===== config.mk =====
export PLATFORM = sky130hd
export DESIGN_NAME = chs_mod
export DESIGN_NICKNAME = d
export VERILOG_FILES = /design/src/hdl/chs_pkg.sv /design/src/hdl/chs_mod.sv
export SDC_FILE = /design/constraint.sdc
export NUM_CORES = 1
export LEC_CHECK = 0
export ABC_AREA = 1
export BUFFER_PORTS_ARGS = -buffer_cell sky130_fd_sc_hd__buf_4
export CAP_MARGIN = 15
export CORE_AREA = 10 10 75 77
export CTS_CLUSTER_DIAMETER = 150
export DETAILED_ROUTE_END_ITERATION = 7
export DIE_AREA = 0 0 85 87
export PLACE_DENSITY = 0.89
export RECOVER_POWER = 50
export SLEW_MARGIN = 5
export SYNTH_ARGS = -nofsm -noshare
export SYNTH_HDL_FRONTEND = slang
export SYNTH_SLANG_ARGS = --single-unit
export TNS_END_PERCENT = 30

===== constraint.sdc =====
create_clock -name clk -period 5.1 [get_ports clk]
set_input_delay 1.275 -clock clk [delete_from_list [all_inputs] [get_ports clk]]
set_output_delay 1.275 -clock clk [all_outputs]
set_load 0.01 [all_outputs]

===== src/hdl/chs_pkg.sv =====
// ----------------------------------------------------------------------------
// chs_pkg
// Shared types and codes for the chained hash set.
// ----------------------------------------------------------------------------
`timescale 1ns / 1ps
`default_nettype none
package chs_pkg;
  localparam int KeyW = 31;
  localparam int OpW = 2;
  localparam int StatW = 2;
  localparam int BucketFieldW = 6;
  localparam int CfgW = 7;

  typedef enum logic [1:0] {
    OP_INSERT = 2'd0,
    OP_SEARCH = 2'd1,
    OP_REMOVE = 2'd2,
    OP_NONE   = 2'd3
  } op_t;

  typedef enum logic [1:0] {
    ST_DONE     = 2'd0,
    ST_NOTFOUND = 2'd1,
    ST_FULL     = 2'd2
  } status_t;

  typedef enum logic [3:0] {
    S_IDLE,
    S_CLEAR,
    S_MOD,
    S_HEAD_RD,
    S_HEAD_WAIT,
    S_FREE_WAIT,
    S_NODE_WAIT,
    S_NODE_EVAL,
    S_DONE
  } state_t;

  // Register index.
  localparam logic [0:0] REG_BUCKET_COUNT = 1'b0;
endpackage
`default_nettype wire


===== src/hdl/chs_mod.sv =====
// ----------------------------------------------------------------------------
// chs_mod
// Restoring divider: key modulo bucket count, one quotient bit per cycle.
// ----------------------------------------------------------------------------
`timescale 1ns / 1ps
`default_nettype none
module chs_mod #(
  parameter int BW = 6
) (
  input  wire logic                   clk,
  input  wire logic                   rst_n,
  input  wire logic                   go,
  input  wire logic [chs_pkg::KeyW-1:0] dividend,
  input  wire logic [BW:0]            divisor,
  output logic                        done,
  output logic [BW:0]                 remainder
);
  import chs_pkg::*;

  localparam int CntW = $clog2(KeyW + 1);

  logic [KeyW-1:0] quo_r, quo_nxt;
  logic [BW+1:0]   rem_r, rem_nxt;
  logic [CntW-1:0] cnt_r, cnt_nxt;
  logic            run_r, run_nxt;
  logic [BW+1:0]   trial;

  always_comb begin
    trial = {rem_r[BW:0], quo_r[KeyW-1]};
    quo_nxt = quo_r;
    rem_nxt = rem_r;
    cnt_nxt = cnt_r;
    run_nxt = run_r;
    if (go) begin
      quo_nxt = dividend;
      rem_nxt = '0;
      cnt_nxt = CntW'(KeyW);
      run_nxt = 1'b1;
    end else if (run_r) begin
      quo_nxt = {quo_r[KeyW-2:0], 1'b0};
      if (trial >= {1'b0, divisor}) rem_nxt = trial - {1'b0, divisor};
      else rem_nxt = trial;
      cnt_nxt = cnt_r - 1'b1;
      if (cnt_r == CntW'(1)) run_nxt = 1'b0;
    end
  end

  always_ff @(posedge clk) begin
    if (!rst_n) begin
      run_r <= 1'b0;
      cnt_r <= '0;
    end else begin
      run_r <= run_nxt;
      cnt_r <= cnt_nxt;
    end
    quo_r <= quo_nxt;
    rem_r <= rem_nxt;
  end

  assign done = run_r && (cnt_r == CntW'(1));
  assign remainder = (trial >= {1'b0, divisor}) ? (BW+1)'(trial - {1'b0, divisor})
                                               : trial[BW:0];
endmodule
`default_nettype wire


Word level (Yosys, flattened, before mapping):

Cells that the tools add are included.

* flip-flop bits (word level): 44
* input bits: 41
* output and inout port bits: 8
* logic and storage cells: 19

* $add $sub $neg: 2
* $lt $le $gt $ge: 1
* equality and inequality tests: 1
* multiplexer cells: 9
* reduce and logical (&&, ||, !) cells: 2

Operator list (number)
* 31-bit 2-to-1 mux: 2
* 7-bit 2-to-1 mux: 2
* 5-bit 2-to-1 mux: 2
* 8-bit by 7-bit greater-or-equal comparator with 1-bit output: 1
* 7-bit subtractor: 1
* 5-bit by 1-bit == test with 1-bit output, second input constant: 1
* 5-bit by 1-bit subtractor with 5-bit output, second input constant: 1
* 1-bit 2-to-1 mux: 3
* 2-bit nonzero test: 1
* 1-bit logical AND: 1

Longest topological paths before layout:

* depth in word-level cells: 4
* depth in mapped cells: 14
* depth with buffers taken out: 14

Least setup slack after synthesis:

Ideal clock, no wire load.

* path type: input port to output port
* from: input divisor[0]
* to: output remainder[2]
* arrival time: 2.528 ns
* data required time: 3.825 ns
* slack: 1.297 ns
* stages: 11
* path buffers: 0
* cells stage by stage: ha_1 > inv_1 > fa_1 > nand2_2 > nand2_2 > nand2_2 > nand2_2 > nand2_4 > nand2_8 > o21ai_2 > and2_1

* longest elaborated chain between the ends: 2
* elaborated cells on any way between the ends: 3
* classes of those cells: add/sub: 1; order compare: 1; mux: 1

RTL lines
* from (decl): line chs_mod.sv:14 `input wire logic [BW:0] divisor,`
* 7-bit subtractor or 8-bit by 7-bit greater-or-equal comparator with 1-bit output (tied branches): line chs_mod.sv:61 `assign remainder = (trial >= {1'b0, divisor}) ? (BW+1)'(trial - {1'b0, divisor})`
* 7-bit 2-to-1 mux (*): line chs_mod.sv:61
* to (decl): line chs_mod.sv:16 `output logic [BW:0] remainder`

Every way passes the cells marked *; elsewhere a longest branch is shown, timed or not.

Final worst setup path:

* from: input divisor[0]
* to: output remainder[4]

Same word-level chain as after synthesis.

==> results.yml <==
outcome:
  status: "finished, final reports clean"
floorplan:
  dieArea_sq_um: 7400
  dieWidth_um: 85
  row_count: 24
  dieHeight_um: 87
  initial_utilization: 0.564
  ios: 49
  core_area_sq_um: 4230
sta:
  setup_slack_ns: 1.02
  rsz0062_at_grt: "no"
  setup_viol: 0
  timing.final.hold_violations: 0
  clock.fmax_mhz: 245
  setup-tns-final_ns: 0
  max_slew_margin: 0.0610
  fin_crit_ns: 4.08
  tightest_slew_ns: 1.41
  period_share: 0.799
  fin_skew_ns: 0.00861
  drv_slew: 0
route:
  drtPass1Iterations: 4
  antenna_left: 0
  routed_via_density: 5.09
  drt_first_iter_violations: 132
  post_drt_wl_per_cell_um: 12.9
  via_count: 1970
  drcViolationCount: 0
  routed_wl_um: 5000
hold_path:
  hold_path.class: "flop to flop"
final_layout:
  nets: 385
  nFillCells: 344
  area_delta_synth_final_pct: 20.9
  multi_input_area_sq_um: 1050
  fin_util: 0.682
  antenna_cells: 0
  drive_gt1_frac: 0.221
  seqCellArea_sq_um: 1190
yosys:
  yosysSeqAreaShare: 0.498
  synth_ff_type: "edfxtp_1"
  syn_inst: 285
  synth_commonest_cells: "123 x nand2_1, 32 x inv_1, 31 x edfxtp_1"
  synth_area_sq_um: 2390
  synth_warnings: 0
  yosysTopAreaCellShare: 0.390
  synth.most_common_cell: "nand2_1"
  ys_types: 32
  synth_nets: 336
  ys_ff_latch: 44
  ys_async_sr_fraction: 0
  synth_top_area_cell: "edfxtp_1"
  synth_edf_count: 31
  synth_area_per_cell_sq_um: 8.39
  ys_top_cells_by_area: "edfxtp_1 39%, nand2_1 19%, dfxtp_1 11%"
global_route:
  grt_remaining_overflow: 0
  grt_max_degree: 37
  grt_use_total: 0.141
  antenna_found_initial: 0
  grt_pass1_vias: 1972
  grt_pass1_wl_um: 8770
placed_design:
  place_congestion: 0.886
  place_hpwl_um: 3860
  pre_cts_ws_ns: 1.03
  numPortBuffers: 48
clock_network:
  clockRootBuffer: "clkbuf_8"
  clk_pin_slew_ns: 0.08
  cts-htree-levels: 2
  cts_tree: "yes"
  clk_path_buf_depth: 2
  clkLatencyLatePin_ns: 0.30
  post-cts-setup-buffers: 0
  cts_sinks: 44
  postCtsHoldBufs: 0
  cts_resized: 0
  cts_buffers: 5
setup_path:
  crit_type: "input port to output pin"
  cp.arrival_ns: 2.80
  reg2reg_slack_ns: 3.19
  cp-start-kind: "input port"
  crit_required_ns: 3.83
  path_max_fanout: 8
  cp-end-kind: "output pin"
power:
  p_leak_nw: 1.48
  p_total_mw: 0.827
  ir_drop_v: 0.000215
  p_per_area_nw_per_um2: 286
flow_run:
  drv_cap: 0
[registers in the layout, indices dropped and copies added (netlist names)]
| signal | count |
|---|---|
| quo_r | 31 |
| run_r | 1 |
| rem_r | 7 |
| cnt_r | 5 |
[cell usage in the layout (no fill, tap or decap), types with 2 or more instances in the layout]
cell type,n
nand2_1,123
buf_4,48
inv_1,32
edfxtp_1,31
nand3_1,15
dfxtp_1,13
nor2_1,10
ha_1,9
and2_1,6
clkbuf_8,6
nand2_2,5
nand4_1,3
nand2_4,3
nand3_2,3
nand3b_1,3
or2_1,2
a21oi_1,2
o21ai_0,2
o21ai_1,2
a31oi_1,2
clkinvlp_4,2
[worst paths after layout]
check / to / depth (start not counted) / start
setup / recovery: remainder[4] / 12 / divisor[0]
hold / removal: cnt_r[4]$_SDFFE_PN0P_ / 2 / cnt_r[4]$_SDFFE_PN0P_
setup reg to reg: rem_r[3]$_SDFFE_PP0P_ / 14 / quo_r[30]$_DFFE_PP_
hold reg to reg: cnt_r[4]$_SDFFE_PN0P_ / 2 / cnt_r[4]$_SDFFE_PN0P_
[where the power goes]
part           internal, mW  switching [mW]
clock network         0.110           0.119
registers             0.422          0.0129
logic                0.0721          0.0914
total                 0.604           0.224
[through the flow]
step           hold WS, ns  cells  area (sq um)
5_1_grt              0.514    387          2890
2_1_floorplan        0.443    285          2390
3_3_place_gp         0.460    379          2800
6_report             0.479    387          2890
3_5_place_dp         0.464    379          2800
4_1_cts              0.478    387          2890
[layout make-up]
| cell class | instances | area share |
|---|---|---|
| Multi-Input combinational cell | 202 | 0.364 |
| Timing Repair Buffer | 49 | 0.126 |
| Inverter | 32 | 0.0416 |
| Sequential cell | 44 | 0.412 |
| Clock inverter | 2 | 0.00520 |
| Tap cell | 52 | 0.0225 |
| Clock buffer | 6 | 0.0286 |
[layer usage]
layer  track usage  part of all wire  routed length [um]  vias to the layer above
li1              -                 -                   -                     1010
met1         0.168              0.43                2130                      895
met2         0.228              0.49                2430                       55
met3        0.0543             0.070                 352                       10
met4        0.0494             0.017                  85                        0
met5             0                 0                   0                        -
[worst max-delay path, stage by stage]
cell	delay, ns
buf_4	0.08
ha_1	0.13
inv_1	0.06
fa_1	0.40
nand2_2	0.09
nand2_2	0.06
nand2_2	0.07
nand2_2	0.06
nand2_4	0.13
nand3b_1	0.12
and2_1	0.18
buf_4	0.14
[cells by family (layout without fill, tap and decap cells)]
logic type      Yosys count  after routing  synth area share
simple gates            178            178             0.346
flops                    44             44             0.498
buf+inv                  39             89            0.0618
compound gates           13             13            0.0351
fa+ha+maj                10             10            0.0555
xor+xnor                  1              1           0.00367
No activity file was read; power rests on OpenSTA's default activity.
